[src/sv/fqd_pkg.sv]
`timescale 1ns / 1ps
// Package for the FIFO queue with dump: opcodes, answer codes and the
// command and status structs passed between the controller and the datapath.
// Depends on nothing.
package fqd_pkg;

	// Opcode of an input word.
	localparam logic [1:0] OP_PUSH = 2'd0;
	localparam logic [1:0] OP_POP  = 2'd1;
	localparam logic [1:0] OP_DUMP = 2'd2;

	// Status code of a result word.
	localparam logic [1:0] ST_OK    = 2'd0;
	localparam logic [1:0] ST_EMPTY = 2'd1;
	localparam logic [1:0] ST_FULL  = 2'd2;
	localparam logic [1:0] ST_ENTRY = 2'd3;

	localparam int unsigned DATA_W = 32;

	// Commands from the controller to the datapath.
	typedef struct packed {
		logic       push_en;    // write the value at the tail
		logic       pop_en;     // advance the head
		logic       dump_load;  // load the walk pointer and the remaining count
		logic       dump_step;  // read one entry and advance the walk
		logic       res_valid;  // issue a result word
		logic [1:0] res_status;
		logic       res_last;
		logic       res_entry;  // the result carries the entry read from the ring
	} dp_cmd_t;

	// Status from the datapath to the controller.
	typedef struct packed {
		logic full;
		logic empty;
		logic rem_last;  // one entry left to walk in the current dump
	} dp_stat_t;

endpackage

[src/sv/fqd_ctrl.sv]
`timescale 1ns / 1ps
// Controller of the FIFO queue with dump: decodes the opcode of an accepted
// word and sequences the dump walk. Depends on fqd_pkg.
module fqd_ctrl (
	input  logic              clk,
	input  logic              arst_n,
	input  logic              start,
	input  logic [1:0]        opcode,
	input  fqd_pkg::dp_stat_t stat,
	output fqd_pkg::dp_cmd_t  cmd,
	output logic              busy
);

	localparam logic ST_IDLE = 1'b0;
	localparam logic ST_DUMP = 1'b1;

	logic state_q;
	logic state_d;
	logic accept;

	assign accept = start && (state_q == ST_IDLE);
	assign busy   = (state_q == ST_DUMP);

	// Next state and datapath commands.
	always_comb begin
		state_d = state_q;
		cmd     = '0;
		case (state_q)
			ST_IDLE: begin
				if (accept) begin
					case (opcode)
						fqd_pkg::OP_PUSH: begin
							cmd.res_valid  = 1'b1;
							cmd.res_last   = 1'b1;
							cmd.res_status = stat.full ? fqd_pkg::ST_FULL : fqd_pkg::ST_OK;
							cmd.push_en    = !stat.full;
						end
						fqd_pkg::OP_POP: begin
							cmd.res_valid  = 1'b1;
							cmd.res_last   = 1'b1;
							cmd.res_status = stat.empty ? fqd_pkg::ST_EMPTY : fqd_pkg::ST_OK;
							cmd.pop_en     = !stat.empty;
						end
						fqd_pkg::OP_DUMP: begin
							// An empty queue dumps nothing.
							if (!stat.empty) begin
								cmd.dump_load = 1'b1;
								state_d       = ST_DUMP;
							end
						end
						default: begin
							// The unused opcode is ignored.
						end
					endcase
				end
			end
			ST_DUMP: begin
				cmd.dump_step  = 1'b1;
				cmd.res_valid  = 1'b1;
				cmd.res_status = fqd_pkg::ST_ENTRY;
				cmd.res_last   = stat.rem_last;
				cmd.res_entry  = 1'b1;
				if (stat.rem_last) begin
					state_d = ST_IDLE;
				end
			end
			default: begin
				state_d = ST_IDLE;
			end
		endcase
	end

	// State register.
	always_ff @(posedge clk or negedge arst_n) begin
		if (!arst_n) begin
			state_q <= ST_IDLE;
		end else begin
			state_q <= state_d;
		end
	end

endmodule

[src/sv/fqd_dp.sv]
`timescale 1ns / 1ps
// Datapath of the FIFO queue with dump: the ring memory, head, tail, count,
// the dump walk pointer and the result register stage. Depends on fqd_pkg.
module fqd_dp #(
	parameter int unsigned DEPTH = 16
) (
	input  logic                             clk,
	input  logic                             arst_n,
	input  logic signed [fqd_pkg::DATA_W-1:0] value,
	input  fqd_pkg::dp_cmd_t                 cmd,
	output fqd_pkg::dp_stat_t                stat,
	output logic                             strobe,
	output logic signed [fqd_pkg::DATA_W-1:0] data,
	output logic [1:0]                       status,
	output logic                             last
);

	localparam int unsigned IDX_W = $clog2(DEPTH);
	localparam int unsigned CNT_W = $clog2(DEPTH + 1);
	localparam logic [IDX_W-1:0] IDX_MAX = IDX_W'(DEPTH - 1);
	localparam logic [CNT_W-1:0] CNT_FULL = CNT_W'(DEPTH);

	logic [fqd_pkg::DATA_W-1:0] ring_q [DEPTH];
	logic [fqd_pkg::DATA_W-1:0] rd_data_s1;
	logic [IDX_W-1:0]           head_q;
	logic [IDX_W-1:0]           tail_q;
	logic [IDX_W-1:0]           walk_q;
	logic [CNT_W-1:0]           count_q;
	logic [CNT_W-1:0]           rem_q;
	logic                       res_valid_s1;
	logic [1:0]                 res_status_s1;
	logic                       res_last_s1;
	logic                       res_entry_s1;

	function automatic logic [IDX_W-1:0] next_idx(input logic [IDX_W-1:0] idx);
		next_idx = (idx == IDX_MAX) ? '0 : idx + 1'b1;
	endfunction

	// Status towards the controller.
	assign stat.full     = (count_q == CNT_FULL);
	assign stat.empty    = (count_q == '0);
	assign stat.rem_last = (rem_q == CNT_W'(1));

	// Ring memory: one write port for pushes, one registered read port for the dump walk.
	always_ff @(posedge clk) begin
		if (cmd.push_en) begin
			ring_q[tail_q] <= value;
		end
		if (cmd.dump_step) begin
			rd_data_s1 <= ring_q[walk_q];
		end
	end

	// Head, tail, count and dump walk pointers.
	always_ff @(posedge clk or negedge arst_n) begin
		if (!arst_n) begin
			head_q  <= '0;
			tail_q  <= '0;
			count_q <= '0;
			walk_q  <= '0;
			rem_q   <= '0;
		end else begin
			if (cmd.push_en) begin
				tail_q  <= next_idx(tail_q);
				count_q <= count_q + 1'b1;
			end
			if (cmd.pop_en) begin
				head_q  <= next_idx(head_q);
				count_q <= count_q - 1'b1;
			end
			if (cmd.dump_load) begin
				walk_q <= head_q;
				rem_q  <= count_q;
			end else if (cmd.dump_step) begin
				walk_q <= next_idx(walk_q);
				rem_q  <= rem_q - 1'b1;
			end
		end
	end

	// Result stage, aligned with the registered memory read.
	always_ff @(posedge clk or negedge arst_n) begin
		if (!arst_n) begin
			res_valid_s1 <= 1'b0;
		end else begin
			res_valid_s1 <= cmd.res_valid;
		end
	end

	always_ff @(posedge clk) begin
		res_status_s1 <= cmd.res_status;
		res_last_s1   <= cmd.res_last;
		res_entry_s1  <= cmd.res_entry;
	end

	// Push and pop answers carry zero data.
	assign strobe = res_valid_s1;
	assign status = res_status_s1;
	assign last   = res_last_s1;
	assign data   = res_entry_s1 ? signed'(rd_data_s1) : '0;

endmodule

[src/sv/fifo_queue_with_dump.sv]
`timescale 1ns / 1ps
// Top level of the FIFO queue with dump: joins the controller and the datapath.
// Depends on fqd_pkg, fqd_ctrl and fqd_dp.
//
//   Channel   Handshake         Payload ports
//   -------   ---------------   -------------------------
//   input     start, busy       opcode, value
//   result    strobe            data, status, last
//
// A push or a pop is answered on the result ports in the cycle after it is taken, and a
// new word may be taken every cycle while busy is low.
// A dump of N entries holds busy high through its N ring memory reads, one per cycle,
// and each entry comes out in the cycle after its read, oldest first.
// An empty dump and the unused opcode give no result.
// Reset clears head, tail and count; the ring contents are not cleared.
// Results are shown for one cycle each and the receiver cannot stall them.
module fifo_queue_with_dump #(
	parameter int unsigned DEPTH = 16
) (
	input  logic                             clk,
	input  logic                             arst_n,
	input  logic                             start,
	output logic                             busy,
	input  logic [1:0]                       opcode,
	input  logic signed [fqd_pkg::DATA_W-1:0] value,
	output logic                             strobe,
	output logic signed [fqd_pkg::DATA_W-1:0] data,
	output logic [1:0]                       status,
	output logic                             last
);

	fqd_pkg::dp_cmd_t  cmd;
	fqd_pkg::dp_stat_t stat;

	// Opcode decode and dump sequencing.
	fqd_ctrl u_ctrl (
		.clk    (clk),
		.arst_n (arst_n),
		.start  (start),
		.opcode (opcode),
		.stat   (stat),
		.cmd    (cmd),
		.busy   (busy)
	);

	// Ring storage, pointers and result register.
	fqd_dp #(
		.DEPTH (DEPTH)
	) u_dp (
		.clk    (clk),
		.arst_n (arst_n),
		.value  (value),
		.cmd    (cmd),
		.stat   (stat),
		.strobe (strobe),
		.data   (data),
		.status (status),
		.last   (last)
	);

`ifndef SYNTHESIS
	// While a dump runs, every result word is a dump entry.
	a_busy_entry: assert property (@(posedge clk) disable iff (!arst_n)
		busy && strobe |-> status == fqd_pkg::ST_ENTRY)
		else $error("non-entry result during dump");

	// Push and pop answers are single words.
	a_answer_last: assert property (@(posedge clk) disable iff (!arst_n)
		strobe && status != fqd_pkg::ST_ENTRY |-> last)
		else $error("answer word without last");

	// The end of a dump is followed at once by its final entry.
	a_dump_end: assert property (@(posedge clk) disable iff (!arst_n)
		$fell(busy) |-> strobe && last && status == fqd_pkg::ST_ENTRY)
		else $error("dump ended without its final entry");
`endif

endmodule

[config.mk]
export PLATFORM = sky130hd
export DESIGN_NAME = fifo_queue_with_dump
export DESIGN_NICKNAME = d
export VERILOG_FILES = /design/src/sv/fqd_pkg.sv /design/src/sv/fqd_ctrl.sv /design/src/sv/fqd_dp.sv /design/src/sv/fifo_queue_with_dump.sv
export SDC_FILE = /design/constraint.sdc
export NUM_CORES = 1
export LEC_CHECK = 0
export BUFFER_PORTS_ARGS = -buffer_cell sky130_fd_sc_hd__buf_2
export CAP_MARGIN = 20
export CORE_ASPECT_RATIO = 1.25
export CORE_MARGIN = 5
export CORE_UTILIZATION = 35
export CTS_CLUSTER_DIAMETER = 200
export DETAILED_ROUTE_END_ITERATION = 7
export HOLD_SLACK_MARGIN = 0.15
export MAX_ROUTING_LAYER = met4
export SLEW_MARGIN = 20
export SYNTH_ARGS = -nofsm -noshare
export SYNTH_HDL_FRONTEND = slang
export SYNTH_SLANG_ARGS = --single-unit
export TNS_END_PERCENT = 5
[constraint.sdc]
create_clock -name clk -period 6.2 [get_ports clk]
set_clock_uncertainty 0.1 [all_clocks]
set_input_delay 0.31 -clock clk [delete_from_list [all_inputs] [get_ports clk]]
set_output_delay 0.31 -clock clk [all_outputs]
set_load 0.02 [all_outputs]
==> impl_metrics.json <==
{
  "run_status": "completed",
  "endpoint_required_time_on_the_critical_path_ps": 6320,
  "top_level_ports": 74,
  "netlist_instances": 1155,
  "leakage_nw": 8.588,
  "area_growth_syn_to_layout_pct": 15.79,
  "synthesis.area_per_instance_um2": 19.20,
  "postSynth.asyncResetShare_pct": 4.196,
  "pwr_density_cell_mw_per_mm2": 417.3,
  "report.final.hold_viol_count": 0,
  "ctsLongestPathBuffers": 3,
  "ys_types": 47,
  "critical_path.max_stage_delay_ps": 820,
  "maxCapViolCount": 0,
  "maxSlewViolCount": 0,
  "synth_enable_flop_cells": 544,
  "pre_repair_dr_iteration_count": 5,
  "global_route_wire_length_before_repair_mm": 75.20,
  "synth_warnings": 0,
  "design.die.area_mm2": 0.06852,
  "antenna_diode_instance_count": 0,
  "clock_latency_ps": 590,
  "nFillCells": 5538,
  "peakVddDrop_uv": 306.6,
  "power.switching_fraction_pct": 30.68,
  "grt_pass1_vias": 11620,
  "setup_ws_ps": 2748,
  "power.internal_w": 0.007426,
  "tritoncts": "yes",
  "vias_per_cell": 5.132,
  "hold_path.class": "primary input to asynchronous set/reset pin",
  "numClockSinks": 572,
  "kind_of_capture_point_of_the_worst_setup_path": "register",
  "die_h_um": 291.4,
  "synthesis.area_mm2": 0.02217,
  "max_stage_delay_cell_worst_path": "sky130_fd_sc_hd__nor3_2",
  "share_of_post_route_cells_with_drive_strength_above_1_pct": 20.12,
  "achievable-frequency_mhz": 289.7,
  "detailedRoute.firstIterationViolations": 1007,
  "worst-path-max-fanout": 46,
  "synth_top_area_cell": "sky130_fd_sc_hd__edfxtp_1",
  "gr-total-overflow": 0,
  "most_area_consuming_cells_after_synthesis": "sky130_fd_sc_hd__edfxtp_1 (74%), sky130_fd_sc_hd__mux4_2 (6.5%), sky130_fd_sc_hd__mux2i_1 (5.9%)",
  "grt_max_degree": 93,
  "place_ws_ps": 2711,
  "setup-violations-final": 0,
  "initial_antenna_violation_count": 0,
  "tns_ps": 0,
  "final.period_utilization_pct": 55.67,
  "synth_ff_type": "sky130_fd_sc_hd__edfxtp_1",
  "clock_power_share_pct": 28.7,
  "port_buffers": 73,
  "critPathMostFrequentCell": "sky130_fd_sc_hd__buf_4",
  "synth_top_cell_area_share_pct": 73.67,
  "critPathArrivalTime_ps": 3570,
  "die-width_um": 235.1,
  "number_of_h_tree_levels": 2,
  "initial_core_utilization_pct": 35.19,
  "nNetsFinal": 1332,
  "syn-num-nets": 1204,
  "drt_wl_total_mm": 49.83,
  "timing.slew.headroom_pct": 31.23,
  "path_cells": "buf_4, a2111oi_2, buf_4, nand2_1, nor3_2, buf_4",
  "ff2ff_path_depth": 6,
  "finalWorstPathRequiredPeriod_ps": 3452,
  "drt-wirelength-per-cell_um": 23.00,
  "post_cts_buffers": 0,
  "ant_nets": 0,
  "drc_errors_left": 0,
  "synth_seq_area_share_pct": 76.74,
  "timing_worst_setup_path_type": "register to register",
  "grt.total_usage_pct": 14.69,
  "routabilityCongestion": 0.7317,
  "seqPwrFrac_pct": 45.4,
  "fp-row-count": 103,
  "final.hold.worst_slack_ps": 153.8,
  "detailed_place_hpwl_mm": 26.41,
  "coreArea_mm2": 0.06302,
  "clk_pin_slew_worst_paths_ps": 70,
  "ys_seq_elements": 572,
  "rsz0062_at_grt": "no",
  "worstSetupStartpointType": "register",
  "cts-buffers-inserted": 52,
  "netSwitchingPower_w": 0.003287,
  "routed-via-count": 11120,
  "cts.root.buffer_cell": "sky130_fd_sc_hd__clkbuf_16",
  "combPwrFrac_pct": 25.9,
  "timing.reg2reg.setup_slack_ps": 2750,
  "worst-slew-pin-transition_ps": 1026
}
## power by group through the flow
stage	combinational (W)	sequential, W	clock, W
6_report	0.00278	0.00487	0.00307
5_1_grt	0.00303	0.00491	0.00329
4_1_cts	0.00282	0.00488	0.00315
3_5_place_dp	0.00279	0.00496	0
3_3_place_gp	0.00277	0.00496	0
2_1_floorplan	0.00207	0.00477	0
## per-layer routing
layer | GRT usage (%) | vias to the layer above | share of wire (%)
li1 | - | 4974 | -
met1 | 18.30 | 5858 | 41
met2 | 25.42 | 219 | 52
met3 | 2.161 | 70 | 4.3
met4 | 3.733 | 0 | 2.1
met5 | - | - | 0
## stage by stage
step           std cells  area, um2  utilization, %  power [W]
2_1_floorplan       1155      22170               -   0.006839
3_3_place_gp        2031      23670           37.57   0.007730
3_5_place_dp        2031      23670           37.57   0.007755
4_1_cts             2167      25670           40.74    0.01086
5_1_grt             2167      25680           40.74    0.01123
6_report            2167      25680           40.74    0.01071
## final timing paths
| kind | startpoint | endpoint |
|---|---|---|
| worst min register to register | u_dp.head_q[3] | u_dp.head_q[3] |
| worst max register to register | u_ctrl.busy | u_dp.ring_q[3][8] |
| worst max-delay path | u_ctrl.busy | u_dp.ring_q[3][8] |
| worst min-delay path | arst_n | u_ctrl.busy |
| max in group asynchronous | arst_n | u_dp.walk_q[0] |
| min in group clk | u_dp.head_q[3] | u_dp.head_q[3] |
## cells by family after synthesis
logic type               count (synthesis)  share of synthesized area [%]
flip-flops                             572                          76.74
multiplexers                           195                          12.44
AO/OA/AOI/OAI                          165                          5.485
AND/OR/NAND/NOR                        126                          2.833
buffers and inverters                   76                          1.439
adder cells (fa/ha/maj)                 12                         0.7110
XOR/XNOR                                 9                         0.3555
## sequential cells by signal, summed over array words and instances, names as in the netlist
| signal | count |
|---|---|
| u_dp.strobe | 1 |
| u_dp.ring_q | 512 |
| u_dp.head_q | 4 |
| u_dp.last | 1 |
| u_dp.rem_q | 5 |
| u_dp.status | 2 |
| u_dp.count_q | 5 |
| u_ctrl.busy | 1 |
| u_dp.walk_q | 4 |
| u_dp.tail_q | 4 |
| u_dp.rd_data_s1 | 32 |
| u_dp.res_entry_s1 | 1 |
## synthesized netlist by cell type, types with 7 or more instances
| master | instances |
|---|---|
| sky130_fd_sc_hd__edfxtp_1 | 544 |
| sky130_fd_sc_hd__mux2i_1 | 130 |
| sky130_fd_sc_hd__a221oi_1 | 64 |
| sky130_fd_sc_hd__mux4_2 | 64 |
| sky130_fd_sc_hd__nand2_1 | 54 |
| sky130_fd_sc_hd__o21ai_0 | 41 |
| sky130_fd_sc_hd__a22oi_1 | 34 |
| sky130_fd_sc_hd__and2_1 | 33 |
| sky130_fd_sc_hd__clkbuf_1 | 29 |
| sky130_fd_sc_hd__buf_2 | 25 |
| sky130_fd_sc_hd__dfrtp_1 | 24 |
| sky130_fd_sc_hd__nor2_1 | 18 |
| sky130_fd_sc_hd__ha_1 | 11 |
| sky130_fd_sc_hd__inv_1 | 11 |
| sky130_fd_sc_hd__buf_1 | 8 |
| sky130_fd_sc_hd__a21oi_1 | 7 |
## final cells by class
cell class                 count  area [um2]  share of cell area (%)
clock inverter                31       220.2                  0.8577
multi-input combinational    507        4964                   19.33
timing repair buffer         136       958.4                   3.733
inverter                      14       55.05                  0.2144
clock buffer                  67        1400                   5.453
sequential                   572       17030                   66.32
tap                          840        1051                   4.093
## worst max-delay path: cells and delay by family, from the launching register on
family	cells	cell delay [ps]
compound gates	1	320
buf+inv	3	1150
simple gates	2	1080
flops	1	390
## placed cells by master, fill, tap and decap left out, drive strengths merged, types with 2 or more instances in the layout
cell type	count
nand2	55
a21o	5
ha	11
nor3	6
a21oi	7
buf	98
inv	12
xor2	3
bufinv	2
clkinvlp	3
nand3	5
nand2b	3
mux4	64
clkinv	28
a22oi	34
dlygate4sd3	38
o21ai	41
dfxtp	4
nor2	18
clkbuf	67
dfrtp	24
a22o	2
a221oi	64
mux2i	130
edfxtp	544
xnor2	6
o31ai	2
and2	33
## what timing repair did
action	4_1_cts	5_1_grt
resized for setup	0	0
hold buffers	38	0
hold endpoints to repair	545	0
(Power assumes the default switching activity.)
